File: config.mk
export PLATFORM = sky130hd
export DESIGN_NAME = limm_lane
export DESIGN_NICKNAME = d
export VERILOG_FILES = /design/src/design/limm_pkg.sv /design/src/design/limm_lane.sv
export SDC_FILE = /design/constraint.sdc
export NUM_CORES = 1
export LEC_CHECK = 0
export ABC_AREA = 1
export BUFFER_PORTS_ARGS = -buffer_cell sky130_fd_sc_hd__buf_4
export CORE_ASPECT_RATIO = 0.9
export CORE_MARGIN = 2
export CORE_UTILIZATION = 45
export DETAILED_ROUTE_END_ITERATION = 12
export PLACE_DENSITY = 0.72
export SYNTH_ARGS = -nofsm -noshare
export SYNTH_HDL_FRONTEND = slang
export SYNTH_SLANG_ARGS = --single-unit
File: constraint.sdc
create_clock -name clk -period 11.9 [get_ports clk]
set_input_delay 2.38 -clock clk [delete_from_list [all_inputs] [get_ports clk]]
set_output_delay 2.38 -clock clk [all_outputs]
set_load 0.02 [all_outputs]
File: src/design/limm_pkg.sv
// Shared constants, codes and types of the lane-interleaved int8 matmul block.
`default_nettype none
package limm_pkg;

	localparam int IDX_W      = 6;
	localparam int IDX_N      = 2 ** IDX_W;
	localparam int BYTE_W     = 8;
	localparam int WORD_LANES = 4;
	localparam int WORD_W     = BYTE_W * WORD_LANES;
	localparam int KLEN_W     = 7;
	localparam int PROD_W     = 2 * BYTE_W;

	localparam logic [KLEN_W-1:0] KLEN_RST = 7'd64;

	localparam int MAX_ROWS_DEF = 64;
	localparam int MAX_COLS_DEF = 64;
	localparam int MAX_K_DEF    = 64;
	localparam int LANES_DEF    = 4;

	typedef enum logic [1:0] {
		REQ_WR_LEFT  = 2'd0,
		REQ_WR_RIGHT = 2'd1,
		REQ_COMPUTE  = 2'd2,
		REQ_NONE     = 2'd3
	} req_t;

	typedef enum logic [1:0] {
		ST_IDLE,
		ST_RUN,
		ST_WAIT,
		ST_FIN
	} state_t;

	typedef struct packed {
		logic clr;
		logic mul_en;
		logic acc_en;
	} lane_ctl_t;

endpackage
`default_nettype wire

File: src/design/limm_lane.sv
// One lane: signed byte multiply, then modulo-256 accumulate.
`default_nettype none
module limm_lane (
	input  wire logic                                  clk,
	input  wire limm_pkg::lane_ctl_t                   ctl,
	input  wire logic signed [limm_pkg::BYTE_W-1:0]    a,
	input  wire logic signed [limm_pkg::BYTE_W-1:0]    b,
	output logic             [limm_pkg::BYTE_W-1:0]    acc
);

	logic signed [limm_pkg::PROD_W-1:0] prod_s2;
	logic        [limm_pkg::BYTE_W-1:0] acc_q;

	always_ff @(posedge clk) begin
		if (ctl.mul_en) begin
			prod_s2 <= a * b;
		end
		if (ctl.clr) begin
			acc_q <= '0;
		end else if (ctl.acc_en) begin
			acc_q <= acc_q + prod_s2[limm_pkg::BYTE_W-1:0];
		end
	end

	assign acc = acc_q;

endmodule
`default_nettype wire

==> results.toml, run 1 <==
[logic_synthesis]
synth.area.top_cells = "nand2_1 (18%), ha_1 (16%), inv_1 (15%)"
syn_avg_cell_area_um2 = 6.785
synth.most_common_cell = "nand2_1"
synth_area_leader_cell = "nand2_1"
syn_area_mm2 = 0.001974
synth_seq_cells = 16
synth_ff_type = "edfxtp_1"
yosysWarningCount = 0
ys_types = 24
syn_nets = 350
yosys.area.top_type_share = 0.1768
synth_commonest_cells = "nand2_1 (93), inv_1 (79), ha_1 (26)"
synth_seq_area_share = 0.2028
synthCells = 291
async_flop_share = 0
synth_edf_count = 8

[clock_network]
cts_hold_buf = 0
cts_tree = "done"
clock_sinks = 16
root_buffer = "clkbuf_8"
h-tree-depth = 1
cts_buffers = 3
clk_pin_slew_worst_paths_ns = 0.06
post_cts_resized = 0
post_cts.repair.setup_buffers = 0
clock_path_buffers = 2
clock_latency_ns = 0.25

[timing]
final-setup-viol-count = 0
tns_ns = 0
worst_pin_slew_ns = 0.1926
timing.final.crit_share = 0.4704
relSlewSlack = 0.8712
rsz0062_at_grt = "false"
holdWs_ns = 0.4920
period_minus_slack_ns = 5.598
final_max_slew_viol_count = 0
max_freq_mhz = 178.6
skew_ns = 0.002778
hold_viol = 0

[global_route]
grt_pass1_vias = 1716
grt_usage = 0.1764
gr-total-overflow = 0
grt_pass1_wl_mm = 6.803
antenna_found_initial = 0
grt_max_degree = 13

[setup_path]
reg2reg_slack_ns = 10.18
cp_cell_sequence = "buf_4 -> nand2_1 -> fa_1 -> inv_1 -> fa_1 -> fa_1 -> inv_1 -> fa_1 -> inv_1 -> ha_1 -> nand2_1 -> nand2_1 -> nor2_1 -> nand3_1 -> nand2_1 -> nand2_1 -> nand2_1 -> nand2_1 -> nand2_1 -> inv_1"
cp.required_ns = 11.92
crit_arrival_ns = 5.62
critical_path.max_stage_delay_ns = 0.52
critPathKind = "in2reg"
start_kind = "input port"
worst_path_max_delay_cell = "fa_1"
r2r-end = "acc[6]"
critPathMostFrequentCell = "nand2_1"
crit_path_end_kind = "register"
rr_worst_depth = 8
r2r_start = "acc[0]"
cp_max_fo = 7

[placement]
portBuffers = 27
place.gp.congestion = 0.8500
dpl_cell_area_mm2 = 0.002225
hpwl_mm = 3.213

[floorplanning]
ios = 28
core.rowCount = 22
die_h_um = 66.84
fp.dieW_um = 73.82
core_region_area_mm2 = 0.004156
start_util = 0.4750
die-area_mm2 = 0.004934

[cells_and_area]
final_cell_area_mm2 = 0.002270
drive_above_1_share = 0.1006
area_growth_pct = 14.96
diodes = 0
fin_nets = 378
num-fill-cells = 396

[run_status]
status = "finished clean"

[worst_hold_path]
hp-class = "reg2reg"
hold_start = "acc[0]"
hold_end = "acc[0]"
min_path_cells = 2

[detailed_routing]
drc = 0
via_per_inst = 4.513
ant_nets = 0
vias = 1706
drtIter0Drc = 34
wl_per_cell_um = 9.775
drt_pre_antenna_iters = 4
wl_mm = 3.695

[flow_run]
maxCapViolCount = 0

[power]
power_density_mw_per_mm2 = 121.5
total_leakage_power_uw = 0.001436
irDropWorstVdd_v = 0.00004641
-- cells in the final DEF, fill, tap and decap left out --
cell	n
nand2_1	93
a21o_1	2
a21boi_1	1
a211oi_1	1
xnor2_1	3
fa_1	13
buf_4	27
edfxtp_1	8
clkbuf_8	3
clkinv_1	3
nand3b_1	2
nand2_2	2
nor2_1	16
ha_1	26
xor2_1	2
dfxtp_1	8
nand3_1	17
a21oi_1	6
o21ai_0	4
inv_1	79
nor3_1	1
nand4_1	1
-- power by group --
part	leakage (uW)	internal, uW	switching, uW	total, uW
clock	0.0000231	22.9	20.0	42.9
combinational	0.00127	64.4	87.4	152
sequential	0.000144	73.8	7.13	80.9
total	0.00144	161	115	276
-- final cells by class --
| class | instances | area [um^2] | area share |
|---|---|---|---|
| Multi-Input combinational cell | 190 | 1242 | 0.5474 |
| Tap cell | 60 | 75.07 | 0.03308 |
| Clock buffer | 3 | 41.29 | 0.01819 |
| Clock inverter | 1 | 3.754 | 0.001654 |
| Inverter | 81 | 304.0 | 0.1340 |
| Sequential cell | 16 | 400.4 | 0.1764 |
| Timing Repair Buffer | 27 | 202.7 | 0.08931 |
-- state kept, by name (all words and copies together), names as in the netlist --
name / count
acc: 8
prod_s2: 8
-- kinds of logic (layout without fill, tap and decap cells) --
logic type | after synthesis | in the layout | synth area share
xor+xnor | 5 | 5 | 0.02218
fa+ha+maj | 39 | 39 | 0.2966
buf+inv | 85 | 112 | 0.1679
compound gates | 14 | 14 | 0.04056
flops | 16 | 16 | 0.2028
simple gates | 132 | 132 | 0.2700
-- worst max-delay path by stage --
stage,endpoint,from,slack (ns),cells after the start
final,prod_s2[7],a[1],6.30,20
after floorplan,prod_s2[7],b[0],6.27,20
after detailed placement,prod_s2[7],a[1],6.01,20
after global routing,prod_s2[7],a[1],5.99,20
after CTS,prod_s2[7],a[1],6.28,20
after global placement,prod_s2[7],a[1],6.09,20
-- metrics by stage --
step,utilization,std cells,setup WS [ns],total power (uW)
after floorplan,-,291,6.268,196.6
after global placement,0.5352,374,6.086,231.4
after detailed placement,0.5352,374,6.007,235.3
after CTS,0.5461,378,6.279,279.2
after global routing,0.5461,378,5.991,308.7
final,0.5461,378,6.302,275.7
-- worst max-delay path: cells and delay by family --
kind,cells,cell delay [ns]
fa+ha+maj,5,2.16
buf+inv,5,0.33
simple gates,10,0.73
-- layer usage --
| metal | track usage | wire length, um | share of wire |
|---|---|---|---|
| met2 | 0.3103 | 1711 | 0.46 |
| met1 | 0.2144 | 1704 | 0.46 |
| met3 | 0.01664 | 180 | 0.049 |
| met4 | 0.08409 | 98 | 0.027 |
| met5 | 0 | 0 | 0 |
(Power assumes the default switching activity.)
==> run 2: changes to the inputs <==
--- a/config.mk
+++ b/config.mk
@@ -11,7 +11,7 @@
 export CORE_MARGIN = 2
 export CORE_UTILIZATION = 45
 export DETAILED_ROUTE_END_ITERATION = 12
-export PLACE_DENSITY = 0.72
+export PLACE_DENSITY = 0.75
 export SYNTH_ARGS = -nofsm -noshare
 export SYNTH_HDL_FRONTEND = slang
 export SYNTH_SLANG_ARGS = --single-unit
==> constraint.sdc (replaced) <==
create_clock -name clk -period 5 [get_ports clk]
set_input_delay 1 -clock clk [delete_from_list [all_inputs] [get_ports clk]]
set_output_delay 1 -clock clk [all_outputs]
set_load 0.02 [all_outputs]
==> run 2 against run 1 <==
Against the previous run:
- count of clock-buffer cells in the layout unchanged
- sequential share of layout area unchanged
- sequential power increased by 140%
- combinational power up 140%
- core utilization stayed put
- critical endpoint unchanged
- highest routed layer unchanged
==> results.toml, run 2 (synthesis gave the netlist of run 1 again) <==
[cells_and_area]
final_common_cell = "nand2_1"
fin_nets = 378
area_growth_pct = 14.96
num-fill-cells = 419
drive_above_1_share = 0.1006
multi_input_area_mm2 = 0.001242
final_cell_mix = "nand2_1 (93), inv_1 (79), buf_4 (27), ha_1 (26), nand3_1 (17)"
finish.utilization = 0.5461
diodes = 0
ff_latch_area_um2 = 400.4

[global_route]
gr-total-overflow = 0
grt_pass1_wl_mm = 6.706
grt_pass1_vias = 1674
antenna_found_initial = 0
grt_usage = 0.1752
grt_max_degree = 13

[setup_path]
cp.required_ns = 5.02
start_kind = "input port"
crit_path_end_kind = "register"
crit_arrival_ns = 4.23
cp_max_fo = 7
critPathKind = "in2reg"

[placement]
hpwl_mm = 3.255
place.gp.congestion = 0.8379
portBuffers = 27

[floorplanning]
core_region_area_mm2 = 0.004156
die_h_um = 66.84
fp.dieW_um = 73.82
core.rowCount = 22
die-area_mm2 = 0.004934
start_util = 0.4750
ios = 28

[timing]
skew_ns = 0.002749
final-setup-viol-count = 0
relSlewSlack = 0.8834
period_minus_slack_ns = 4.206
tns_ns = 0
max_freq_mhz = 237.7
final_max_slew_viol_count = 0
worst_pin_slew_ns = 0.1737
rsz0062_at_grt = "false"
hold_viol = 0
timing.final.crit_share = 0.8413

[detailed_routing]
wl_per_cell_um = 9.870
drtIter0Drc = 43
via_per_inst = 4.529
ant_nets = 0
drc = 0
wl_mm = 3.731
vias = 1712
drt_pre_antenna_iters = 4

[clock_network]
cts_buffers = 3
cts_hold_buf = 0
clock_latency_ns = 0.26
clock_sinks = 16
post_cts_resized = 0
clock_path_buffers = 2
h-tree-depth = 1
clk_pin_slew_worst_paths_ns = 0.06
cts_tree = "done"
post_cts.repair.setup_buffers = 0
root_buffer = "clkbuf_8"

[power]
power_density_mw_per_mm2 = 289.9
irDropWorstVdd_v = 0.0001348
total_leakage_power_uw = 0.001436

[flow_run]
maxCapViolCount = 0

[run_status]
status = "finished clean"

[worst_hold_path]
hp-class = "reg2reg"
run 2: layer usage:
metal  track usage  wire length, um  part of all wire  vias up
met2        0.3292             1821              0.49       29
met5             0                0                 0        -
met3       0.01815              123             0.033        5
li1              -                -                 -      917
met1        0.2060             1729              0.46      761
met4       0.05455               57             0.015        0
run 2: path summary, 6_finish.rpt:
kind	to	slack, ns	cells after the start	start
worst max-delay path	prod_s2[7]	0.79	20	a[1]
worst max register to register	acc[6]	3.26	8	acc[0]
worst min-delay path	acc[0]	0.50	2	acc[0]
worst min register to register	acc[0]	0.50	2	acc[0]
run 2: final cells by class:
class / instances / area share
Multi-Input combinational cell: 190 / 0.5474
Sequential cell: 16 / 0.1764
Inverter: 81 / 0.1340
Timing Repair Buffer: 27 / 0.08931
Tap cell: 60 / 0.03308
Clock buffer: 3 / 0.01819
Clock inverter: 1 / 0.001654
run 2: critical path, stage by stage:
cell and delay [ns]:
buf_4 0.12, nand2_1 0.08, fa_1 0.41, inv_1 0.08, fa_1 0.41, fa_1 0.49
inv_1 0.05, fa_1 0.52, inv_1 0.04, ha_1 0.32, nand2_1 0.08, nand2_1 0.04
nor2_1 0.13, nand3_1 0.11, nand2_1 0.07, nand2_1 0.06, nand2_1 0.06, nand2_1 0.05
nand2_1 0.06, inv_1 0.03
run 2: through the flow:
stage / cell area [um^2] / instances / power, uW / setup slack (ns) / hold slack, ns
3_3_place_gp: 2225 / 374 / 551.3 / 0.5587 / 0.4772
2_1_floorplan: 1974 / 291 / 467.8 / 0.7485 / 0.5515
4_1_cts: 2270 / 378 / 666.0 / 0.7729 / 0.4999
5_1_grt: 2270 / 378 / 737.8 / 0.5848 / 0.5233
6_report: 2270 / 378 / 657.9 / 0.7937 / 0.5015
3_5_place_dp: 2225 / 374 / 561.3 / 0.4970 / 0.4930
run 2: power by group:
group	internal [uW]	switching, uW
sequential	176	16.9
combinational	154	208
clock	54.8	48.7
total	384	274
