===== src/design/limm_pkg.sv =====
// Shared constants, codes and types of the lane-interleaved int8 matmul block.
`default_nettype none
package limm_pkg;

	localparam int IDX_W      = 6;
	localparam int IDX_N      = 2 ** IDX_W;
	localparam int BYTE_W     = 8;
	localparam int WORD_LANES = 4;
	localparam int WORD_W     = BYTE_W * WORD_LANES;
	localparam int KLEN_W     = 7;
	localparam int PROD_W     = 2 * BYTE_W;

	localparam logic [KLEN_W-1:0] KLEN_RST = 7'd64;

	localparam int MAX_ROWS_DEF = 64;
	localparam int MAX_COLS_DEF = 64;
	localparam int MAX_K_DEF    = 64;
	localparam int LANES_DEF    = 4;

	typedef enum logic [1:0] {
		REQ_WR_LEFT  = 2'd0,
		REQ_WR_RIGHT = 2'd1,
		REQ_COMPUTE  = 2'd2,
		REQ_NONE     = 2'd3
	} req_t;

	typedef enum logic [1:0] {
		ST_IDLE,
		ST_RUN,
		ST_WAIT,
		ST_FIN
	} state_t;

	typedef struct packed {
		logic clr;
		logic mul_en;
		logic acc_en;
	} lane_ctl_t;

endpackage
`default_nettype wire


===== src/design/limm_if.sv =====
// Command and result channel interfaces.
`default_nettype none


interface limm_res_if;
	logic                                valid;
	logic                                ready;
	logic [limm_pkg::IDX_W-1:0]          out_row;
	logic [limm_pkg::IDX_W-1:0]          out_col;
	logic signed [limm_pkg::BYTE_W-1:0]  result_lane0;
	logic signed [limm_pkg::BYTE_W-1:0]  result_lane1;
	logic signed [limm_pkg::BYTE_W-1:0]  result_lane2;
	logic signed [limm_pkg::BYTE_W-1:0]  result_lane3;

	modport source (
		output valid, out_row, out_col,
		output result_lane0, result_lane1, result_lane2, result_lane3,
		input  ready
	);
	modport sink (
		input  valid, out_row, out_col,
		input  result_lane0, result_lane1, result_lane2, result_lane3,
		output ready
	);
endinterface
`default_nettype wire


===== src/design/limm_merge.sv =====
// Merge stage: gathers lane sums into the result word register.
`default_nettype none
module limm_merge #(
	parameter int LANES = limm_pkg::LANES_DEF
) (
	input  wire logic                                          clk,
	input  wire logic                                          arst_n,
	input  wire logic                                          load,
	input  wire logic [limm_pkg::IDX_W-1:0]                    row,
	input  wire logic [limm_pkg::IDX_W-1:0]                    col,
	input  wire logic [LANES-1:0][limm_pkg::BYTE_W-1:0]        acc,
	output logic                                               free,
	limm_res_if.source                                         res
);

	logic [limm_pkg::WORD_LANES-1:0][limm_pkg::BYTE_W-1:0] lane_res;
	logic [limm_pkg::WORD_LANES-1:0][limm_pkg::BYTE_W-1:0] lane_q;
	logic [limm_pkg::IDX_W-1:0] row_q, col_q;
	logic valid_q;

	for (genvar i = 0; i < limm_pkg::WORD_LANES; i++) begin : g_res
		if (i < LANES) begin : g_on
			assign lane_res[i] = acc[i];
		end else begin : g_off
			assign lane_res[i] = '0;
		end
	end

	assign free = !valid_q || res.ready;

	always_ff @(posedge clk or negedge arst_n) begin
		if (!arst_n) begin
			valid_q <= 1'b0;
		end else if (load) begin
			valid_q <= 1'b1;
		end else if (res.ready) begin
			valid_q <= 1'b0;
		end
	end

	always_ff @(posedge clk) begin
		if (load) begin
			row_q  <= row;
			col_q  <= col;
			lane_q <= lane_res;
		end
	end

	assign res.valid        = valid_q;
	assign res.out_row      = row_q;
	assign res.out_col      = col_q;
	assign res.result_lane0 = $signed(lane_q[0]);
	assign res.result_lane1 = $signed(lane_q[1]);
	assign res.result_lane2 = $signed(lane_q[2]);
	assign res.result_lane3 = $signed(lane_q[3]);

endmodule
`default_nettype wire


===== src/flat_wrapper.sv =====
// flat-port wrapper written by rule: the top's interface ports become plain ports
module limm_merge_flat 
#(
	parameter int LANES = limm_pkg::LANES_DEF
)
  (clk, arst_n, load, row, col, acc, free, res_valid, res_out_row, res_out_col, res_result_lane0, res_result_lane1, res_result_lane2, res_result_lane3, res_ready);
  limm_res_if res_i ();
  input  wire logic clk;
  input  wire logic arst_n;
  input  wire logic load;
  input  wire logic [limm_pkg::IDX_W-1:0] row;
  input  wire logic [limm_pkg::IDX_W-1:0] col;
  input  wire logic [LANES-1:0][limm_pkg::BYTE_W-1:0] acc;
  output logic free;
  output wire logic [$bits(res_i.valid)-1:0] res_valid;
  output wire logic [$bits(res_i.out_row)-1:0] res_out_row;
  output wire logic [$bits(res_i.out_col)-1:0] res_out_col;
  output wire logic [$bits(res_i.result_lane0)-1:0] res_result_lane0;
  output wire logic [$bits(res_i.result_lane1)-1:0] res_result_lane1;
  output wire logic [$bits(res_i.result_lane2)-1:0] res_result_lane2;
  output wire logic [$bits(res_i.result_lane3)-1:0] res_result_lane3;
  input wire logic [$bits(res_i.ready)-1:0] res_ready;
  assign res_valid = res_i.valid;
  assign res_out_row = res_i.out_row;
  assign res_out_col = res_i.out_col;
  assign res_result_lane0 = res_i.result_lane0;
  assign res_result_lane1 = res_i.result_lane1;
  assign res_result_lane2 = res_i.result_lane2;
  assign res_result_lane3 = res_i.result_lane3;
  assign res_i.ready = res_ready;
  limm_merge #(.LANES(LANES)) u_core (.clk(clk), .arst_n(arst_n), .load(load), .row(row), .col(col), .acc(acc), .free(free), .res(res_i));
endmodule

===== config.mk =====
export PLATFORM = sky130hd
export DESIGN_NAME = limm_merge_flat
export DESIGN_NICKNAME = d
export VERILOG_FILES = /design/src/design/limm_pkg.sv /design/src/design/limm_if.sv /design/src/design/limm_merge.sv /design/src/flat_wrapper.sv
export SDC_FILE = /design/constraint.sdc
export NUM_CORES = 1
export LEC_CHECK = 0
export ABC_AREA = 1
export BUFFER_PORTS_ARGS = -buffer_cell sky130_fd_sc_hd__buf_4
export CAP_MARGIN = 20
export CORE_ASPECT_RATIO = 0.9
export CORE_UTILIZATION = 40
export DETAILED_ROUTE_END_ITERATION = 10
export GPL_TIMING_DRIVEN = 0
export PLACE_DENSITY = 0.76
export SKIP_CTS_REPAIR_TIMING = 1
export SLEW_MARGIN = 20
export SYNTH_ARGS = -nofsm -noshare
export SYNTH_HDL_FRONTEND = slang
export SYNTH_SLANG_ARGS = --single-unit

===== constraint.sdc =====
create_clock -name clk -period 0.96 [get_ports clk]
set_clock_uncertainty 0.1 [all_clocks]
set_input_delay 0.144 -clock clk [delete_from_list [all_inputs] [get_ports clk]]
set_output_delay 0.144 -clock clk [all_outputs]
set_load 0.05 [all_outputs]

==> flow_summary.json, run 1 <==
{
  "outcome": "finished with violations",
  "violations": "negative setup slack",
  "synth_nets": 97,
  "drt_pre_antenna_iters": 4,
  "drc": 0,
  "ys.flop_type": "edfxtp_1",
  "crit_path_end": "free",
  "synthSimpleGateAreaFrac": 0.00916,
  "synth_top_family_by_area": "simple AND/OR/NAND/NOR gates",
  "end_kind": "output pin",
  "place_area_um2": 2130,
  "grt_usage": 0.162,
  "grt_pass1_wl_um": 4010,
  "period_minus_slack_ns": 1.20,
  "slew_headroom": 0.641,
  "routabilityCongestion": 0.671,
  "arrival_ns": 0.96,
  "setup_violations": 46,
  "hp-class": "primary input to async pin",
  "synthesis.area_um2": 1370,
  "drv_slew": 0,
  "slowest_delay_ns": 0.45,
  "cts_root_buf": "clkbuf_8",
  "period_share": 1.25,
  "clk_path_buf_depth": 2,
  "start_util": 0.432,
  "fp.dieW_um": 63.6,
  "grt_max_degree": 46,
  "yosysSeqAreaShare": 0.985,
  "yosysTopAreaCell": "edfxtp_1",
  "nFillCells": 106,
  "synthXorXnorAreaFrac": 0,
  "critPathLaunchType": "flip-flop",
  "synth_edf_count": 44,
  "worst_slack_ns": -0.240,
  "crit_chain": "nand2_8, buf_8",
  "critical_path_class": "flip-flop to output pin",
  "ios": 94,
  "drive_gt1_frac": 0.528,
  "critical_path.n_buffers_inverters": 1,
  "synth_compound_gate_area_share": 0,
  "ys_top_cells_by_count": "44 x edfxtp_1, 2 x inv_1, 2 x nand2_2",
  "insertion_delay_ns": 0.29,
  "grt_pass1_vias": 872,
  "rsz0062_at_grt": "yes",
  "syn_inst": 49,
  "cts_tree": "built",
  "irDropWorstVdd_v": 0.00143,
  "critPathSlowestCell": "dfrtp_2",
  "crit_cells": 2,
  "multiInputGateArea_um2": 26.3,
  "dieArea_um2": 3650,
  "drtAntennaViolNets": 0,
  "numPortBuffers": 93,
  "crit_start": "u_core.res.valid",
  "die_h_um": 57.4,
  "cts_buffers": 5,
  "num_rows": 19,
  "regToRegSetupSlack_ns": 0.19,
  "layout.nets": 242,
  "yosys.area.top_type_share": 0.967,
  "drt_iter0_markers": 25,
  "timing.rr.start": "u_core.res.valid",
  "avgViaCountPerCell": 4.43,
  "rr_endpoint": "u_core.res.valid",
  "antenna_found_initial": 0,
  "ff2ff_path_depth": 2,
  "synthArstFlopShare": 0.0222,
  "maxCapViolations": 0,
  "grt.overflow.total": 0,
  "worstPathMaxFanout": 2,
  "antenna_cells": 0,
  "syn2layout_area_growth_pct": 110,
  "final_cell_area_um2": 2870,
  "ys_warn_count": 0,
  "tightestPinTransition_ns": 0.538,
  "synth_area_leaders": "edfxtp_1 97%, dfrtp_1 1.8%, nand2_2 0.92%, inv_1 0.55%",
  "dr_total_vias": 1051,
  "syn_avg_cell_area_um2": 27.9,
  "register_area_um2": 1350,
  "p_total_w": 0.00509,
  "fmax_mhz": 833,
  "synth.distinct_cells": 4,
  "synth_fa_ha_area_frac": 0,
  "drt-wirelength-per-cell_um": 17.2,
  "hold_viol": 0,
  "critical-path-top-delay-family": "flip-flops",
  "synthMuxAreaShare": 0,
  "ys_ff_latch": 45,
  "required_ns": 0.72,
  "design.core.area_um2": 3160,
  "cts_sinks": 45,
  "power.density_cell_area_nw_per_um2": 1770,
  "yosysMostFrequentCell": "edfxtp_1",
  "h-tree-depth": 2,
  "path_clk_slew_ns": 0.08,
  "routed_wl_um": 4080,
  "leakagePower_nw": 1.21
}
power breakdown:
group	internal, W	leakage [nW]	switching [W]	total, W
Combinational	0.000525	0.711	0.000720	0.00125
Sequential	0.00233	0.441	0.0000844	0.00242
Clock	0.000848	0.0585	0.000580	0.00143
area by class of cell:
class / instances / area share
tap: 42 / 0.0183
clock inverter: 1 / 0.0105
multi-input combinational: 2 / 0.00915
sequential: 45 / 0.469
inverter: 2 / 0.00261
clock buffer: 7 / 0.0301
timing repair buffer: 138 / 0.460
cell usage in the layout, fill, tap and decap left out:
cell type and n:
buf_4 48, buf_6 44, buf_8 1, bufinv_16 1
clkbuf_1 1, clkbuf_8 6, dfrtp_2 1, dlygate4sd3_1 45
edfxtp_1 44, inv_1 2, nand2_2 1, nand2_8 1
per-stage QoR:
stage	hold slack, ns	instances	util	TNS [ns]	setup slack (ns)
2_1_floorplan	-0.252	49	-	0	0.00188
6_report	0.0649	237	0.908	-6.48	-0.240
3_3_place_gp	-0.181	184	0.674	-4.00	-0.0928
3_5_place_dp	-0.175	184	0.674	-4.99	-0.114
5_1_grt	0.0537	237	0.908	-8.11	-0.281
4_1_cts	-0.491	192	0.711	-7.27	-0.305
cells by family after synthesis:
kind of cell           Yosys count
and+or+nand+nor                  2
DFF                             45
buffers and inverters            2
sequential cells by signal, summed over array words and instances (netlist names):
name	flops
u_core.res.result_lane0	8
u_core.res.result_lane1	8
u_core.res.result_lane2	8
u_core.res.result_lane3	8
u_core.res.out_col	6
u_core.res.out_row	6
u_core.res.valid	1
worst min path at each step:
stage	startpoint	to	cells past startpoint	slack, ns
floorplan	arst_n	u_core.res.valid	0	-0.25
global placement	arst_n	u_core.res.valid	1	-0.18
global route	arst_n	u_core.res.valid	2	0.05
detailed placement	arst_n	u_core.res.valid	1	-0.18
CTS	arst_n	u_core.res.valid	1	-0.49
finish	arst_n	u_core.res.valid	2	0.06
layer usage:
layer | part of all wire | vias up | GRT usage
met2 | 0.52 | 83 | 0.281
li1 | - | 478 | -
met5 | 0 | - | 0
met1 | 0.36 | 486 | 0.147
met3 | 0.11 | 4 | 0.104
met4 | 0.0081 | 0 | 0.0779
Note: power is estimated with default switching activity, not from simulation.
==> run 2: changes to the inputs <==
Settings changed: ABC_AREA 1 to default, CORE_MARGIN from default to 1.5.
==> flow_summary.json, run 2 <==
{
  "maxCapViolations": 0,
  "grt.overflow.total": 0,
  "drtAntennaViolNets": 0,
  "slowest_delay_ns": 0.44,
  "period_share": 1.26,
  "swShare": 0.291,
  "grt_usage": 0.145,
  "hold_viol": 0,
  "required_ns": 0.72,
  "layout_commonest_cell": "buf_4",
  "routed_wl_um": 4130,
  "insertion_delay_ns": 0.28,
  "syn_avg_cell_area_um2": 29.1,
  "synth_nets": 95,
  "p_total_w": 0.00475,
  "drt_iter0_markers": 55,
  "dp_slack_ns": -0.117,
  "critical_path_class": "flip-flop to output pin",
  "cts_buffers": 5,
  "ys.flop_type": "edfxtp_1",
  "synth_fa_ha_area_frac": 0,
  "end_kind": "output pin",
  "path_clk_slew_ns": 0.08,
  "synth_compound_gate_area_share": 0,
  "violations": "negative setup slack",
  "p_comb_frac": 0.262,
  "grt_pass1_wl_um": 3750,
  "drive_gt1_frac": 0.534,
  "setup_violations": 46,
  "most-common-layout-cells": "48 x buf_4, 45 x dlygate4sd3_1, 44 x buf_6, 44 x edfxtp_1, 5 x clkbuf_8",
  "regToRegSetupSlack_ns": 0.16,
  "antenna_cells": 0,
  "slew_headroom": 0.645,
  "irDropWorstVdd_v": 0.00130,
  "register_area_um2": 1350,
  "ys_warn_count": 0,
  "dieArea_um2": 3780,
  "nFillCells": 116,
  "synthArstFlopShare": 0.0222,
  "avgViaCountPerCell": 4.45,
  "drt_pre_antenna_iters": 4,
  "drv_slew": 0,
  "num_rows": 19,
  "leakagePower_nw": 1.19,
  "worstPathMaxFanout": 2,
  "start_util": 0.433,
  "synthXorXnorAreaFrac": 0,
  "ys_ff_latch": 45,
  "power.density_cell_area_nw_per_um2": 1680,
  "p_int_w": 0.00336,
  "syn2layout_area_growth_pct": 107,
  "hp-class": "primary input to flip-flop",
  "critPathLaunchType": "flip-flop",
  "numPortBuffers": 93,
  "fp.dieW_um": 64.7,
  "rsz0062_at_grt": "yes",
  "synth_edf_count": 44,
  "worst_slack_ns": -0.254,
  "period_minus_slack_ns": 1.21,
  "yosysSeqAreaShare": 0.984,
  "multiInputGateArea_um2": 27.5,
  "drc": 0,
  "tightestPinTransition_ns": 0.532,
  "cts_root_buf": "clkbuf_8",
  "cts_sinks": 45,
  "fmax_mhz": 824,
  "antenna_found_initial": 0,
  "arrival_ns": 0.97,
  "grt_pass1_vias": 863,
  "critPathSlowestCell": "dfrtp_2",
  "yosysMostFrequentCell": "edfxtp_1",
  "ys_top_cells_by_count": "44 x edfxtp_1, 1 x dfrtp_1, 1 x nand2b_2, 1 x nand2b_4",
  "crit_start": "u_core.res.valid",
  "routabilityCongestion": 0.667,
  "design.core.area_um2": 3160,
  "synthMuxAreaShare": 0,
  "synthesis.area_um2": 1370,
  "cts_tree": "built",
  "yosys.area.top_type_share": 0.965,
  "outcome": "finished with violations",
  "clk_path_buf_depth": 2,
  "p_sw_w": 0.00138,
  "seq_power_share": 0.509,
  "drt-wirelength-per-cell_um": 17.6,
  "timing.rr.start": "u_core.res.valid",
  "syn_inst": 47,
  "ff2ff_path_depth": 2,
  "grt_max_degree": 46,
  "crit_path_end": "free",
  "ios": 94,
  "h-tree-depth": 2,
  "synth_area_leaders": "edfxtp_1 97%, dfrtp_1 1.8%, nand2b_4 1.0%, nand2b_2 0.64%",
  "dr_total_vias": 1045,
  "crit_chain": "nand2b_4, buf_8",
  "layout.nets": 240,
  "clock_power_share": 0.230,
  "yosysTopAreaCell": "edfxtp_1",
  "synth.distinct_cells": 4,
  "die_h_um": 58.5,
  "rr_endpoint": "u_core.res.valid",
  "synthSimpleGateAreaFrac": 0.0165,
  "synth_top_family_by_area": "simple AND/OR/NAND/NOR gates"
}
[run 2: layout make-up]
| type | instances | share of cell area |
|---|---|---|
| Sequential cell | 45 | 0.476 |
| Clock inverter | 2 | 0.00354 |
| Tap cell | 42 | 0.0186 |
| Timing Repair Buffer | 138 | 0.467 |
| Clock buffer | 6 | 0.0256 |
| Multi-Input combinational cell | 2 | 0.00972 |
[run 2: power groups by stage]
| stage | Sequential, W | Combinational (W) | Clock, W |
|---|---|---|---|
| 4_1_cts | 0.00237 | 0.000983 | 0.00111 |
| 6_report | 0.00241 | 0.00124 | 0.00109 |
| 3_5_place_dp | 0.00242 | 0.000983 | 0 |
| 2_1_floorplan | 0.00296 | 0.0000218 | 0 |
| 3_3_place_gp | 0.00241 | 0.000974 | 0 |
| 5_1_grt | 0.00243 | 0.00128 | 0.00119 |
[run 2: how the worst min path moves through the flow]
stage / cells past startpoint / end / from / slack, ns
floorplan: 0 / u_core.res.valid / arst_n / -0.25
global placement: 1 / u_core.res.valid / arst_n / -0.18
detailed placement: 1 / u_core.res.valid / arst_n / -0.18
CTS: 1 / u_core.res.valid / arst_n / -0.49
global route: 3 / u_core.res.valid / res_ready / 0.04
finish: 3 / u_core.res.valid / res_ready / 0.05
[run 2: worst max-delay path, delay by kind of cell (launching register included)]
kind | cells | cell delay (ns)
and+or+nand+nor | 1 | 0.10
DFF | 1 | 0.44
buffers and inverters | 1 | 0.15
[run 2: cell families (layout without fill, tap and decap cells)]
logic type             after synthesis  in the layout
AND/OR/NAND/NOR                      2              2
buffers and inverters                0            146
flip-flops                          45             45
[run 2: per-layer routing]
| metal | GRT usage | up-vias | routed length (um) |
|---|---|---|---|
| met5 | 0 | - | 0 |
| met4 | 0.0821 | 0 | 59 |
| met3 | 0.0918 | 7 | 389 |
| met2 | 0.257 | 62 | 2340 |
| met1 | 0.123 | 501 | 1340 |
| li1 | - | 475 | - |
[run 2: stage by stage]
step	setup TNS, ns	cell area, um^2	util	instances	hold slack, ns
after floorplan	-0.0457	1380	-	47	-0.252
after global placement	-4.33	2130	0.672	182	-0.181
after detailed placement	-5.15	2130	0.672	182	-0.178
after CTS	-6.97	2210	0.698	190	-0.493
after global routing	-7.81	2830	0.896	235	0.0445
final	-6.35	2830	0.896	235	0.0548
