## config.mk

```make
export PLATFORM = sky130hd
export DESIGN_NAME = limm_ctrl_flat
export DESIGN_NICKNAME = d
export VERILOG_FILES = /design/src/design/limm_pkg.sv /design/src/design/limm_if.sv /design/src/design/limm_ctrl.sv /design/src/flat_wrapper.sv
export SDC_FILE = /design/constraint.sdc
export NUM_CORES = 1
export LEC_CHECK = 0
export ABC_CLOCK_PERIOD_IN_PS = 2300
export BUFFER_PORTS_ARGS = -buffer_cell sky130_fd_sc_hd__buf_2
export CAP_MARGIN = 20
export CORE_UTILIZATION = 42
export DETAILED_ROUTE_END_ITERATION = 7
export GPL_TIMING_DRIVEN = 0
export PLACE_DENSITY = 0.78
export SLEW_MARGIN = 20
export SYNTH_ARGS = -nofsm -noshare
export SYNTH_HDL_FRONTEND = slang
export SYNTH_SLANG_ARGS = --single-unit
```

## constraint.sdc

```tcl
create_clock -name clk -period 2.3 [get_ports clk]
set_clock_uncertainty 0.1 [all_clocks]
set_input_delay 0.23 -clock clk [delete_from_list [all_inputs] [get_ports clk]]
set_output_delay 0.23 -clock clk [all_outputs]
set_load 0.005 [all_outputs]
```

## src/design/limm_pkg.sv

```systemverilog
// Shared constants, codes and types of the lane-interleaved int8 matmul block.
`default_nettype none
package limm_pkg;

	localparam int IDX_W      = 6;
	localparam int IDX_N      = 2 ** IDX_W;
	localparam int BYTE_W     = 8;
	localparam int WORD_LANES = 4;
	localparam int WORD_W     = BYTE_W * WORD_LANES;
	localparam int KLEN_W     = 7;
	localparam int PROD_W     = 2 * BYTE_W;

	localparam logic [KLEN_W-1:0] KLEN_RST = 7'd64;

	localparam int MAX_ROWS_DEF = 64;
	localparam int MAX_COLS_DEF = 64;
	localparam int MAX_K_DEF    = 64;
	localparam int LANES_DEF    = 4;

	typedef enum logic [1:0] {
		REQ_WR_LEFT  = 2'd0,
		REQ_WR_RIGHT = 2'd1,
		REQ_COMPUTE  = 2'd2,
		REQ_NONE     = 2'd3
	} req_t;

	typedef enum logic [1:0] {
		ST_IDLE,
		ST_RUN,
		ST_WAIT,
		ST_FIN
	} state_t;

	typedef struct packed {
		logic clr;
		logic mul_en;
		logic acc_en;
	} lane_ctl_t;

endpackage
`default_nettype wire

```

## src/design/limm_if.sv

```systemverilog
// Command and result channel interfaces.
`default_nettype none
interface limm_cmd_if;
	logic                                valid;
	logic                                ready;
	logic [1:0]                          req_type;
	logic [limm_pkg::IDX_W-1:0]          left_row;
	logic [limm_pkg::IDX_W-1:0]          right_col;
	logic [limm_pkg::IDX_W-1:0]          k_index;
	logic signed [limm_pkg::BYTE_W-1:0]  value_lane0;
	logic signed [limm_pkg::BYTE_W-1:0]  value_lane1;
	logic signed [limm_pkg::BYTE_W-1:0]  value_lane2;
	logic signed [limm_pkg::BYTE_W-1:0]  value_lane3;

	modport source (
		output valid, req_type, left_row, right_col, k_index,
		output value_lane0, value_lane1, value_lane2, value_lane3,
		input  ready
	);
	modport sink (
		input  valid, req_type, left_row, right_col, k_index,
		input  value_lane0, value_lane1, value_lane2, value_lane3,
		output ready
	);
endinterface

`default_nettype wire

```

## src/design/limm_ctrl.sv

```systemverilog
// Sequencer: command decode, store addressing, k walk and lane pipeline control.
`default_nettype none
module limm_ctrl #(
	parameter int MAX_ROWS = limm_pkg::MAX_ROWS_DEF,
	parameter int MAX_COLS = limm_pkg::MAX_COLS_DEF,
	parameter int MAX_K    = limm_pkg::MAX_K_DEF,
	localparam int LD      = MAX_ROWS * MAX_K,
	localparam int RD      = MAX_COLS * MAX_K,
	localparam int LA_W    = (LD > 1) ? $clog2(LD) : 1,
	localparam int RA_W    = (RD > 1) ? $clog2(RD) : 1
) (
	input  wire logic                          clk,
	input  wire logic                          arst_n,
	input  wire logic                          cfg_wr_en,
	input  wire logic [limm_pkg::KLEN_W-1:0]   cfg_wr_data,
	limm_cmd_if.sink                           cmd,
	input  wire logic                          out_free,
	output logic                               l_we,
	output logic                               r_we,
	output logic [LA_W-1:0]                    l_waddr,
	output logic [RA_W-1:0]                    r_waddr,
	output logic [limm_pkg::WORD_W-1:0]        wdata,
	output logic                               rd_en,
	output logic [LA_W-1:0]                    l_raddr,
	output logic [RA_W-1:0]                    r_raddr,
	output limm_pkg::lane_ctl_t                lane_ctl,
	output logic                               load,
	output logic [limm_pkg::IDX_W-1:0]         row,
	output logic [limm_pkg::IDX_W-1:0]         col
);

	localparam int AMAX   = (LA_W > RA_W) ? LA_W : RA_W;
	localparam int ADR_W  = AMAX + limm_pkg::IDX_W + 1;
	localparam int KW     = limm_pkg::KLEN_W;
	localparam int IW     = limm_pkg::IDX_W;

	limm_pkg::state_t state_q, state_d;

	logic [KW-1:0] k_length_q;
	logic [KW-1:0] klen_eff;
	logic [KW-1:0] klim_q;
	logic [KW-1:0] kcnt_q;
	logic [IW-1:0] row_q, col_q;
	logic          rdv_s1, last_s1, mulv_s2, last_s2;

	logic [IW-1:0] row_tab [limm_pkg::IDX_N];
	logic [IW-1:0] col_tab [limm_pkg::IDX_N];
	logic [IW-1:0] k_tab   [limm_pkg::IDX_N];
	logic [IW-1:0] row_m, col_m, kix_m;

	logic          accept, is_cmp, rd_last;
	logic [ADR_W-1:0] lw_full, rw_full, lr_full, rr_full;

	for (genvar g = 0; g < limm_pkg::IDX_N; g++) begin : g_tab
		assign row_tab[g] = IW'(g % MAX_ROWS);
		assign col_tab[g] = IW'(g % MAX_COLS);
		assign k_tab[g]   = IW'(g % MAX_K);
	end

	assign row_m = row_tab[cmd.left_row];
	assign col_m = col_tab[cmd.right_col];
	assign kix_m = k_tab[cmd.k_index];

	assign klen_eff = (32'(k_length_q) > 32'(MAX_K)) ? KW'(MAX_K) : k_length_q;

	assign accept = cmd.valid && cmd.ready;
	assign is_cmp = (cmd.req_type == limm_pkg::REQ_COMPUTE);

	assign lw_full = ADR_W'(row_m) * ADR_W'(MAX_K) + ADR_W'(kix_m);
	assign rw_full = ADR_W'(col_m) * ADR_W'(MAX_K) + ADR_W'(kix_m);
	assign lr_full = ADR_W'(row_q) * ADR_W'(MAX_K) + ADR_W'(kcnt_q);
	assign rr_full = ADR_W'(col_q) * ADR_W'(MAX_K) + ADR_W'(kcnt_q);

	assign l_waddr = lw_full[LA_W-1:0];
	assign r_waddr = rw_full[RA_W-1:0];
	assign l_raddr = lr_full[LA_W-1:0];
	assign r_raddr = rr_full[RA_W-1:0];
	assign wdata   = {cmd.value_lane3, cmd.value_lane2, cmd.value_lane1, cmd.value_lane0};
	assign row     = row_q;
	assign col     = col_q;

	always_comb begin
		state_d = state_q;
		case (state_q)
			limm_pkg::ST_IDLE: begin
				if (accept && is_cmp) begin
					state_d = (klen_eff == '0) ? limm_pkg::ST_FIN : limm_pkg::ST_RUN;
				end
			end
			limm_pkg::ST_RUN: begin
				if (kcnt_q == klim_q - KW'(1)) begin
					state_d = limm_pkg::ST_WAIT;
				end
			end
			limm_pkg::ST_WAIT: begin
				if (last_s2) begin
					state_d = limm_pkg::ST_FIN;
				end
			end
			limm_pkg::ST_FIN: begin
				if (out_free) begin
					state_d = limm_pkg::ST_IDLE;
				end
			end
			default: state_d = limm_pkg::ST_IDLE;
		endcase
	end

	always_comb begin
		cmd.ready       = (state_q == limm_pkg::ST_IDLE);
		rd_en           = (state_q == limm_pkg::ST_RUN);
		rd_last         = rd_en && (kcnt_q == klim_q - KW'(1));
		load            = (state_q == limm_pkg::ST_FIN) && out_free;
		l_we            = accept && (cmd.req_type == limm_pkg::REQ_WR_LEFT);
		r_we            = accept && (cmd.req_type == limm_pkg::REQ_WR_RIGHT);
		lane_ctl.clr    = accept && is_cmp;
		lane_ctl.mul_en = rdv_s1;
		lane_ctl.acc_en = mulv_s2;
	end

	always_ff @(posedge clk or negedge arst_n) begin
		if (!arst_n) begin
			state_q    <= limm_pkg::ST_IDLE;
			k_length_q <= limm_pkg::KLEN_RST;
			rdv_s1     <= 1'b0;
			last_s1    <= 1'b0;
			mulv_s2    <= 1'b0;
			last_s2    <= 1'b0;
		end else begin
			state_q <= state_d;
			if (cfg_wr_en) begin
				k_length_q <= cfg_wr_data;
			end
			rdv_s1  <= rd_en;
			last_s1 <= rd_last;
			mulv_s2 <= rdv_s1;
			last_s2 <= last_s1;
		end
	end

	always_ff @(posedge clk) begin
		if (accept && is_cmp) begin
			row_q  <= row_m;
			col_q  <= col_m;
			klim_q <= klen_eff;
			kcnt_q <= '0;
		end else if (rd_en) begin
			kcnt_q <= kcnt_q + KW'(1);
		end
	end

endmodule
`default_nettype wire

```

## src/flat_wrapper.sv

```systemverilog
// flat-port wrapper written by rule: the top's interface ports become plain ports
module limm_ctrl_flat 
#(
	parameter int MAX_ROWS = limm_pkg::MAX_ROWS_DEF,
	parameter int MAX_COLS = limm_pkg::MAX_COLS_DEF,
	parameter int MAX_K    = limm_pkg::MAX_K_DEF,
	localparam int LD      = MAX_ROWS * MAX_K,
	localparam int RD      = MAX_COLS * MAX_K,
	localparam int LA_W    = (LD > 1) ? $clog2(LD) : 1,
	localparam int RA_W    = (RD > 1) ? $clog2(RD) : 1
)
  (clk, arst_n, cfg_wr_en, cfg_wr_data, out_free, l_we, r_we, l_waddr, r_waddr, wdata, rd_en, l_raddr, r_raddr, lane_ctl, load, row, col, cmd_valid, cmd_req_type, cmd_left_row, cmd_right_col, cmd_k_index, cmd_value_lane0, cmd_value_lane1, cmd_value_lane2, cmd_value_lane3, cmd_ready);
  limm_cmd_if cmd_i ();
  input  wire logic clk;
  input  wire logic arst_n;
  input  wire logic cfg_wr_en;
  input  wire logic [limm_pkg::KLEN_W-1:0] cfg_wr_data;
  input  wire logic out_free;
  output logic l_we;
  output logic r_we;
  output logic [LA_W-1:0] l_waddr;
  output logic [RA_W-1:0] r_waddr;
  output logic [limm_pkg::WORD_W-1:0] wdata;
  output logic rd_en;
  output logic [LA_W-1:0] l_raddr;
  output logic [RA_W-1:0] r_raddr;
  output limm_pkg::lane_ctl_t lane_ctl;
  output logic load;
  output logic [limm_pkg::IDX_W-1:0] row;
  output logic [limm_pkg::IDX_W-1:0] col;
  input wire logic [$bits(cmd_i.valid)-1:0] cmd_valid;
  input wire logic [$bits(cmd_i.req_type)-1:0] cmd_req_type;
  input wire logic [$bits(cmd_i.left_row)-1:0] cmd_left_row;
  input wire logic [$bits(cmd_i.right_col)-1:0] cmd_right_col;
  input wire logic [$bits(cmd_i.k_index)-1:0] cmd_k_index;
  input wire logic [$bits(cmd_i.value_lane0)-1:0] cmd_value_lane0;
  input wire logic [$bits(cmd_i.value_lane1)-1:0] cmd_value_lane1;
  input wire logic [$bits(cmd_i.value_lane2)-1:0] cmd_value_lane2;
  input wire logic [$bits(cmd_i.value_lane3)-1:0] cmd_value_lane3;
  output wire logic [$bits(cmd_i.ready)-1:0] cmd_ready;
  assign cmd_i.valid = cmd_valid;
  assign cmd_i.req_type = cmd_req_type;
  assign cmd_i.left_row = cmd_left_row;
  assign cmd_i.right_col = cmd_right_col;
  assign cmd_i.k_index = cmd_k_index;
  assign cmd_i.value_lane0 = cmd_value_lane0;
  assign cmd_i.value_lane1 = cmd_value_lane1;
  assign cmd_i.value_lane2 = cmd_value_lane2;
  assign cmd_i.value_lane3 = cmd_value_lane3;
  assign cmd_ready = cmd_i.ready;
  limm_ctrl #(.MAX_ROWS(MAX_ROWS), .MAX_COLS(MAX_COLS), .MAX_K(MAX_K)) u_core (.clk(clk), .arst_n(arst_n), .cfg_wr_en(cfg_wr_en), .cfg_wr_data(cfg_wr_data), .cmd(cmd_i), .out_free(out_free), .l_we(l_we), .r_we(r_we), .l_waddr(l_waddr), .r_waddr(r_waddr), .wdata(wdata), .rd_en(rd_en), .l_raddr(l_raddr), .r_raddr(r_raddr), .lane_ctl(lane_ctl), .load(load), .row(row), .col(col));
endmodule
```

==> out/results.ini, run 1 <==
[status]
status = finished clean

[synthesis]
yosys_most_used_dff = edfxtp_1
synth-simple-area-share_pct = 10.9
synth_seq_cells = 39
yosysMostFrequentCell = buf_4
synth-xor-area-share_pct = 7.88
synth_top_cells_by_count = 70 x buf_4, 19 x edfxtp_1, 12 x dfrtp_1
synth_top_family_by_area = buffers and inverters
ys_types = 39
yosys.area_share.adder_pct = 5.22
async_flop_share_pct = 33.3
synth_top_area_share_pct = 23.8
muxShareOfSynthArea_pct = 3.70
synth_edf_count = 19
synthCells = 223
synth-compound-area-share_pct = 5.53
syn_nets = 297
synth_area_leaders = edfxtp_1 24%, buf_4 22%, dfrtp_1 13%
syn-cell-area_mm2 = 0.00240
yosys.area.top_type = edfxtp_1
ys_warn_count = 0
avgSynthCellArea_um2 = 10.8
yosysSeqAreaShare_pct = 43.2

[cts]
clock_sinks = 39
numCtsBuffers = 5
clock_path_buffers = 2
clk_latency_ns = 0.29
tritoncts = yes
clk_pin_slew_ns = 0.08
clock-root-buffer = clkbuf_8
cts_max_level = 2

[route]
wire_per_inst_um = 11.1
drt-vias-per-instance = 4.43
wl_met1_um = 1840
postRouteAntennaNets = 0
wirelength_um = 4760
dr.first_iter.drc_count = 37
wl_met2_um = 2600
dr.pass1.iters = 4
drc = 0
dr_wl_met3_um = 295
num_vias = 1899
dr.max_layer_used = met4

[critical_path]
worstPathMaxFanout = 4
worstPathArrival_ns = 2.15
required_ns = 2.35
critical-path-max-stage-delay_ns = 0.40
startpoint_type = flop
cp-end-kind = flop
cp_slowest_cell = edfxtp_1
critPathKind = flop to flop
cp_cell_sequence = inv_1, ha_1, xnor2_1, a311o_1, or2_1, o41ai_2, a22oi_1

[sta]
rsz0062_at_grt = no
hold_ws_ns = 0.0316
finalSetupTns_ns = 0
final.setup.worst_slack_ns = 0.205
hold_viol_final = 0
max-slew-margin-rel_pct = 73.9
fmax_mhz = 477
finalSetupViolations = 0
worstMarginPinSlew_ns = 0.391
fin_crit_ns = 2.10
finalCritPeriodShare_pct = 91.1
slew_viol_final = 0

[power_and_ir_drop]
p_sw_uw = 854
swShare_pct = 32.9
powerDensity_mw_per_mm2 = 803
combinationalPowerShare_pct = 43.6
power.internal_mw = 1.74
power_frac_clock_pct = 16.9
seqPwrFrac_pct = 39.5
vdd_drop_max_v = 0.000415
finalPower_mw = 2.59
power.leakage_nw = 1.63

[grt]
antenna_found_initial = 0
first_global_vias = 1716
grt_usage_pct = 16.1
grt_max_degree = 29
grt_pass1_wl_um = 7640
grt_overflow = 0

[finish]
fillers = 470
stdcell_area_mm2 = 0.00323
seqCellArea_mm2 = 0.00104
drive_gt1_share_pct = 60.5
multiInputGateArea_um2 = 806
area_growth_pct = 34.6
nets = 430
insertedDiodeCount = 0
fin_cells = 429
postLayoutCoreUtil_pct = 58.6

[job]
maxCapViolCount = 0

[floorplan]
start_util_pct = 43.6
die-area_mm2 = 0.00602
coreArea_mm2 = 0.00551
die-height_um = 77.6
rows = 27
die_x_um = 77.6
io-pin-count = 164

[placed_design]
dpl-instance-area_mm2 = 0.00311
gp_congestion = 0.774
dp_hpwl_um = 3920
port_buffers = 124
place_ws_ns = -0.114
dpl.cell_count = 419

[min_path]
hp-class = input pin to flop

per-layer routing:
layer,vias up,GRT usage [%]
met4,0,3.96
met3,2,4.35
met1,864,16.6
li1,956,-
met2,77,31.4
met5,-,0
cells in the final DEF, fill, tap and decap left out, types with 3 or more instances in the layout:
master,n
dfxtp_1,7
buf_4,71
ha_1,10
mux2_2,7
clkbuf_8,5
buf_2,124
a21oi_1,4
xor2_1,8
inv_1,6
and2_1,3
edfxtp_1,19
xnor2_1,11
nand4_1,3
nor3_1,4
nor2b_1,7
dfrtp_1,12
clkinv_2,3
nand3_1,7
nor2_1,8
clkbuf_1,3
nor4_1,3
nand2_1,4
state kept, by name, indices dropped and copies added (netlist names), 2 cells and up:
name and flops:
u_core.k_length_q 7, u_core.kcnt_q 7, u_core.klim_q 7, u_core.col 6, u_core.row 6, u_core.state_q 2
power by group through the flow:
stage	clock, mW	combinational, mW	sequential [mW]
CTS	0.452	1.12	1.03
global route	0.485	1.27	1.06
detailed placement	0	1.12	1.05
floorplan	0	0.783	0.998
finish	0.439	1.13	1.03
global placement	0	1.09	1.04
repair_timing:
action,4_1_cts,5_1_grt
resized for setup,1,4
endpoints found under the hold margin,13,0
pin swaps,0,1
hold buffers,1,0
setup endpoints to repair,3,2
buffers inserted,0,1
worst max-delay path, delay by kind of cell (launching register included):
| family | cells | cell delay, ns |
|---|---|---|
| AO/OA/AOI/OAI | 3 | 0.71 |
| XOR/XNOR | 1 | 0.13 |
| adder cells (fa/ha/maj) | 1 | 0.30 |
| buffers and inverters | 1 | 0.06 |
| flip-flops | 1 | 0.40 |
| AND/OR/NAND/NOR | 1 | 0.26 |
worst paths after layout:
check | cells past startpoint | startpoint | slack, ns | end
max | 7 | u_core.klim_q[0] | 0.20 | u_core.state_q[0]
min | 1 | cmd_left_row[3] | 0.03 | u_core.row[3]
max reg2reg | 7 | u_core.klim_q[0] | 0.20 | u_core.state_q[0]
min reg2reg | 0 | u_core.last_s1 | 0.26 | u_core.last_s2
max in group asynchronous | 2 | arst_n | 1.57 | u_core.k_length_q[6]
min in group asynchronous | 2 | arst_n | 0.25 | u_core.k_length_q[2]
final cells by class:
| class | instances | share of cell area, % |
|---|---|---|
| sequential | 39 | 32.1 |
| multi-input combinational | 104 | 25.0 |
| timing repair buffer | 126 | 19.8 |
| buffer | 74 | 17.1 |
| tap | 72 | 2.79 |
| clock buffer | 5 | 2.13 |
| inverter | 6 | 0.697 |
| clock inverter | 3 | 0.465 |
cells by family after synthesis:
logic type | count (synthesis)
adder cells (fa/ha/maj) | 10
XOR/XNOR | 20
multiplexers | 8
AO/OA/AOI/OAI | 18
AND/OR/NAND/NOR | 48
flip-flops | 39
buffers and inverters | 80
(Power assumes the default switching activity.)
==> run 2, diff against run 1 <==
- ABC_AREA: not set -> 1
- PLACE_DENSITY: 0.78 -> 0.77
==> out/results.ini, run 2 <==
[status]
status = finished clean  ; unchanged

[sta]
slew_viol_final = 0  ; unchanged
finalSetupTns_ns = 0  ; unchanged
max-slew-margin-rel_pct = 57.3  ; was 73.9%
fmax_mhz = 471  ; was 477 MHz
final.setup.worst_slack_ns = 0.176  ; was 0.205 ns
hold_ws_ns = 0.0210  ; was 0.0316 ns
finalCritPeriodShare_pct = 92.3  ; was 91.1%
fin_crit_ns = 2.12  ; was 2.10 ns
rsz0062_at_grt = no  ; unchanged
finalSetupViolations = 0  ; unchanged
hold_viol_final = 0  ; unchanged
worstMarginPinSlew_ns = 0.639  ; was 0.391 ns

[finish]
area_growth_pct = 34.4  ; was 34.6%
top_regs = u_core.k_length_q: 7 flops, u_core.kcnt_q: 7 flops, u_core.klim_q: 7 flops  ; unchanged
insertedDiodeCount = 0  ; unchanged
fillers = 496  ; was 470
layout_commonest_cell = buf_2  ; unchanged
mostFrequentLayoutCells = 125 x buf_2, 70 x buf_4, 43 x nand2_1  ; was 124 x buf_2, 71 x buf_4, 19 x edfxtp_1
postLayoutCoreUtil_pct = 59.5  ; was 58.6%
nets = 490  ; was 430
drive_gt1_share_pct = 52.5  ; was 60.5%

[cts]
clock_path_buffers = 2  ; unchanged
tritoncts = yes  ; unchanged
clock-root-buffer = clkbuf_8  ; unchanged
numCtsBuffers = 5  ; unchanged
clk_latency_ns = 0.29  ; about the same
clk_pin_slew_ns = 0.08  ; about the same
clock_sinks = 39  ; unchanged
cts_max_level = 2  ; unchanged

[power_and_ir_drop]
vdd_drop_max_v = 0.000386  ; was 0.000415 V
power.internal_mw = 1.69  ; was 1.74 mW
powerDensity_mw_per_mm2 = 753  ; was 803 mW/mm^2
power.leakage_nw = 1.82  ; was 1.63 nW
power_frac_clock_pct = 23.1  ; was 16.9%
finalPower_mw = 2.50  ; was 2.59 mW
seqPwrFrac_pct = 38.9  ; was 39.5%
p_sw_uw = 809  ; was 854 uW
swShare_pct = 32.4  ; was 32.9%
combinationalPowerShare_pct = 37.9  ; was 43.6%

[placed_design]
place_ws_ns = 0.0163  ; was -0.114 ns
port_buffers = 125  ; was 124
gp_congestion = 0.771  ; was 0.774
dp_hpwl_um = 4000  ; was 3920 um

[min_path]
min_from = cmd_right_col[5]  ; was cmd_left_row[3]
hp-class = input pin to flop  ; unchanged
min_path_cells = 1  ; unchanged
holdPathEnd = u_core.col[5]  ; was u_core.row[3]

[critical_path]
r2r_slack_ns = 0.26  ; was 0.20 ns
required_ns = 1.97  ; was 2.35 ns
worstPathMaxFanout = 14  ; was 4
critPathKind = flop to primary output  ; was flop to flop
cp-end-kind = primary output  ; was flop
r2r_end = u_core.state_q[0]  ; unchanged
worstPathArrival_ns = 1.79  ; was 2.15 ns
regToRegStartpoint = u_core.state_q[0]  ; was u_core.klim_q[0]
startpoint_type = flop  ; unchanged
reg2reg_depth = 9  ; was 7

[synthesis]
synth_top_area_share_pct = 23.1  ; was 23.8%
muxShareOfSynthArea_pct = 0  ; was 3.70%
yosys.area_share.adder_pct = 5.07  ; was 5.22%
yosys.area.top_type = edfxtp_1  ; unchanged
synth_top_family_by_area = buffers and inverters  ; unchanged
yosys_most_used_dff = edfxtp_1  ; unchanged
avgSynthCellArea_um2 = 8.75  ; was 10.8 um^2
synth_edf_count = 19  ; unchanged
ys_types = 27  ; was 39
syn_nets = 356  ; was 297
synth_seq_cells = 39  ; unchanged
synth-simple-area-share_pct = 18.1  ; was 10.9%
syn-cell-area_mm2 = 0.00247  ; was 0.00240 mm^2
synth_top_cells_by_count = 70 x buf_4, 43 x nand2_1, 36 x inv_1  ; was 70 x buf_4, 19 x edfxtp_1, 12 x dfrtp_1
synthCells = 282  ; was 223
ys_warn_count = 0  ; unchanged
yosysMostFrequentCell = buf_4  ; unchanged
synth-compound-area-share_pct = 3.90  ; was 5.53%
synth-xor-area-share_pct = 3.55  ; was 7.88%
async_flop_share_pct = 33.3  ; unchanged
synth_area_leaders = edfxtp_1 23%, buf_4 21%, dfrtp_1 12%  ; was edfxtp_1 24%, buf_4 22%, dfrtp_1 13%
yosysSeqAreaShare_pct = 42.0  ; was 43.2%

[job]
maxCapViolCount = 0  ; unchanged

[route]
num_vias = 2049  ; was 1899
wirelength_um = 4920  ; was 4760 um
drt-vias-per-instance = 4.19  ; was 4.43
postRouteAntennaNets = 0  ; unchanged
drc = 0  ; unchanged
wire_per_inst_um = 10.1  ; was 11.1 um
dr.pass1.iters = 4  ; unchanged
dr.first_iter.drc_count = 106  ; was 37

[floorplan]
die-area_mm2 = 0.00619  ; was 0.00602 mm^2
io-pin-count = 164  ; unchanged
start_util_pct = 44.3  ; was 43.6%
rows = 27  ; unchanged
coreArea_mm2 = 0.00557  ; was 0.00551 mm^2
die_x_um = 78.7  ; was 77.6 um
die-height_um = 78.7  ; was 77.6 um

[grt]
first_global_vias = 1860  ; was 1716
antenna_found_initial = 0  ; unchanged
grt_usage_pct = 16.4  ; was 16.1%
grt_max_degree = 15  ; was 29
grt_pass1_wl_um = 7870  ; was 7640 um
grt_overflow = 0  ; unchanged

## run 2: cell types whose count changed after synthesis, sizes merged, moves of 9 or more
cell   change
inv       +32
nand2     +43
nand3      +9
nor2      +12
xnor2     -10
## run 2: layer usage
layer / vias to the layer above / global-route usage [%] / routed length (um)
met5: - / 0 / 0
met4: 0 / 6.30 / 70
met3: 6 / 3.26 / 311
met2: 76 / 32.3 / 2690
met1: 877 / 16.5 / 1840
li1: 1090 / - / -
## run 2: worst max path at each step
stage                           start                end  slack (ns)  depth (start not counted)
finish              u_core.state_q[0]        lane_ctl[2]        0.18                          5
global route        u_core.state_q[0]        lane_ctl[2]        0.03                          5
CTS                 u_core.state_q[0]        lane_ctl[2]        0.17                          5
detailed placement  u_core.state_q[0]  u_core.state_q[0]        0.02                          9
global placement    u_core.state_q[0]  u_core.state_q[1]        0.07                          9
floorplan           u_core.state_q[0]  u_core.state_q[0]        0.33                          9
## run 2: final cells by class
type | instances | area, um^2 | area share [%]
sequential | 39 | 1040 | 31.3
multi-input combinational | 134 | 762 | 23.0
timing repair buffer | 126 | 636 | 19.2
buffer | 72 | 533 | 16.1
inverter | 38 | 143 | 4.30
tap | 72 | 90.1 | 2.72
clock buffer | 5 | 68.8 | 2.07
clock inverter | 3 | 47.5 | 1.43
## run 2: metrics by stage
stage	cell area (um^2)	std cells
2_1_floorplan	2470	282
3_3_place_gp	3180	479
3_5_place_dp	3180	479
4_1_cts	3320	489
5_1_grt	3320	489
6_report	3320	489
## run 2: cell families (layout without fill, tap and decap cells)
| kind of cell | after synthesis | count (layout) |
|---|---|---|
| compound gates | 16 | 16 |
| xor+xnor | 10 | 10 |
| fa+ha+maj | 10 | 10 |
| buf+inv | 110 | 244 |
| flops | 39 | 39 |
| simple gates | 97 | 98 |
## run 2: power by group through the flow
stage,Clock [mW],Sequential [mW],Combinational [mW]
floorplan,0,0.956,0.658
global placement,0,0.982,0.922
detailed placement,0,0.989,0.949
CTS,0.595,0.973,0.961
global route,0.624,0.995,1.09
finish,0.578,0.972,0.946
## run 2: worst max-delay path, cell delays in order (launching register included)
cell and delay [ns]:
dfrtp_1 0.43, inv_1 0.10, ha_1 0.24, nand2_2 0.14
nor2_4 0.39, buf_2 0.20
## run 2: timing repair
item / 4_1_cts / 5_1_grt
hold buffers: 1 / 0
endpoints found under the setup margin: 2 / 0
endpoints found under the hold margin: 13 / 0
setup buffers: 0 / 0
gates resized for setup: 0 / 0
==> run 3, diff against run 2 <==
- ABC_CLOCK_PERIOD_IN_PS: 2300 -> 1900
- CORE_UTILIZATION: 42 -> 38
- MAX_ROUTING_LAYER: not set -> met4
- PLACE_DENSITY: 0.77 -> 0.74
- clock period: 2.3 -> 1.9 ns (I/O delays scaled with it)
==> out/results.ini, run 3 (same netlist as run 2, synthesis figures left out) <==
[status]
status = finished clean  ; unchanged

[power_and_ir_drop]
powerDensity_mw_per_mm2 = 844  ; was 753 mW/mm^2
power.leakage_nw = 1.87  ; was 1.82 nW
vdd_drop_max_v = 0.000584  ; was 0.000386 V

[sta]
finalCritPeriodShare_pct = 94.0
slew_viol_final = 0  ; unchanged
fin_crit_ns = 1.79
hold_viol_final = 0  ; unchanged
max-slew-margin-rel_pct = 75.9  ; was 57.3%
rsz0062_at_grt = no  ; unchanged
finalSetupTns_ns = 0  ; unchanged
worstMarginPinSlew_ns = 0.361  ; was 0.639 ns
fmax_mhz = 560
finalSetupViolations = 0  ; unchanged

[cts]
clock-root-buffer = clkbuf_8  ; unchanged
clk_latency_ns = 0.29  ; about the same
clk_pin_slew_ns = 0.07  ; was 0.08 ns
clock_path_buffers = 2  ; unchanged
tritoncts = yes  ; unchanged
numCtsBuffers = 5  ; unchanged
cts_max_level = 2  ; unchanged
clock_sinks = 39  ; unchanged

[route]
dr.pass1.iters = 6  ; was 4
num_vias = 2190  ; was 2049
drt-vias-per-instance = 4.30  ; was 4.19
wirelength_um = 5320  ; was 4920 um
drc = 0  ; unchanged
dr.first_iter.drc_count = 70  ; was 106
postRouteAntennaNets = 0  ; unchanged
wire_per_inst_um = 10.4  ; was 10.1 um

[grt]
grt_usage_pct = 15.8  ; was 16.4%
grt_overflow = 0  ; unchanged
grt_max_degree = 15  ; unchanged
antenna_found_initial = 0  ; unchanged
grt_pass1_wl_um = 7760  ; was 7870 um
first_global_vias = 1815  ; was 1860

[job]
maxCapViolCount = 0  ; unchanged

[finish]
layout_commonest_cell = buf_2  ; unchanged
postLayoutCoreUtil_pct = 54.8  ; was 59.5%
drive_gt1_share_pct = 52.3  ; was 52.5%
mostFrequentLayoutCells = 125 x buf_2, 72 x buf_4, 43 x nand2_1  ; was 125 x buf_2, 70 x buf_4, 43 x nand2_1
area_growth_pct = 40.2  ; was 34.4%
top_regs = u_core.k_length_q: 7 flops, u_core.kcnt_q: 7 flops, u_core.klim_q: 7 flops  ; unchanged
nets = 505  ; was 490
insertedDiodeCount = 0  ; unchanged

[critical_path]
required_ns = 1.61  ; was 1.97 ns
cp-end-kind = primary output  ; unchanged
setup.worst_path.start = u_core.state_q[1]  ; was u_core.state_q[0]
cp_cell_sequence = inv_1, ha_2, nand2_2, nor2_4, buf_2  ; was inv_1, ha_1, nand2_2, nor2_4, buf_2
worstPathMaxFanout = 4  ; was 14
worstPathArrival_ns = 1.50  ; was 1.79 ns
cp_slowest_cell = dfrtp_1  ; unchanged
startpoint_type = flop  ; unchanged
critical-path-max-stage-delay_ns = 0.42  ; was 0.43 ns
regToRegStartpoint = u_core.klim_q[1]  ; was u_core.state_q[0]
critPathKind = flop to primary output  ; unchanged

[floorplan]
start_util_pct = 39.1  ; was 44.3%
io-pin-count = 164  ; unchanged
die-height_um = 82.6  ; was 78.7 um
coreArea_mm2 = 0.00631  ; was 0.00557 mm^2
die_x_um = 82.6  ; was 78.7 um
rows = 29  ; was 27
die-area_mm2 = 0.00682  ; was 0.00619 mm^2

[min_path]
hp-class = input pin to flop  ; unchanged
min_from = cfg_wr_data[1]  ; was cmd_right_col[5]

[placed_design]
gp_congestion = 0.813  ; was 0.771
port_buffers = 125  ; unchanged
dp_hpwl_um = 4030  ; was 4000 um

run 3: worst paths after layout:
path                                         to  slack, ns  depth (start not counted)
max                                 lane_ctl[2]       0.11                          5
min                        u_core.k_length_q[1]      0.008                          3
max reg2reg                   u_core.state_q[1]       0.13                         13
min reg2reg                      u_core.last_s2       0.27                          0
max in group asynchronous  u_core.k_length_q[6]       1.21                          2
min in group asynchronous         u_core.rdv_s1       0.22                          2
run 3: critical path, delay by kind of cell (launching register included):
family | cells | cell delay (ns)
flip-flops | 1 | 0.42
adder cells (fa/ha/maj) | 1 | 0.23
AND/OR/NAND/NOR | 2 | 0.30
buffers and inverters | 2 | 0.25
run 3: power breakdown:
group | leakage, nW | switching [mW] | internal, mW
registers | 0.394 | 0.152 | 1.03
logic | 1.43 | 0.554 | 0.653
clock network | 0.0422 | 0.272 | 0.257
run 3: per-layer routing:
metal	track usage (%)	share of wire, %	vias up	wire, um
met1	15.5	36	971	1910
met4	7.24	2.2	0	116
met2	29.6	55	89	2950
li1	-	-	1117	-
met3	3.52	6.4	13	342
met5	-	0	-	0
run 3: area by class of cell:
| cell class | count | area [um^2] |
|---|---|---|
| plain buffers | 72 | 533 |
| clock buffers | 7 | 76.3 |
| clock inverters | 1 | 5.00 |
| fillers | 601 | 2850 |
| inverters | 38 | 143 |
| multi-input cells | 134 | 788 |
| flip-flops and latches | 39 | 1040 |
| well taps | 77 | 96.3 |
| repair buffers | 141 | 781 |
run 3: repair_timing:
action                                  CTS  global route
gates resized for setup                   1             5
pin swaps                                 1             2
setup buffers                             1             1
hold endpoints to repair                 26             0
endpoints found under the setup margin   22             7
cloned                                    1             0
hold buffers                             14             0
run 3: stage by stage:
stage                     cells  instance area (um^2)  hold slack (ns)  total power, mW  worst slack [ns]
after global placement      484                  3200          -0.0176             2.32            -0.227
after global routing        509                  3460           0.0147             3.19           0.00511
after CTS                   508                  3440          0.00567             2.94           0.00391
after detailed placement    484                  3200          -0.0138             2.37            -0.278
after floorplan             282                  2480           -0.206             1.97            0.0196
final                       509                  3460          0.00836             2.92             0.114
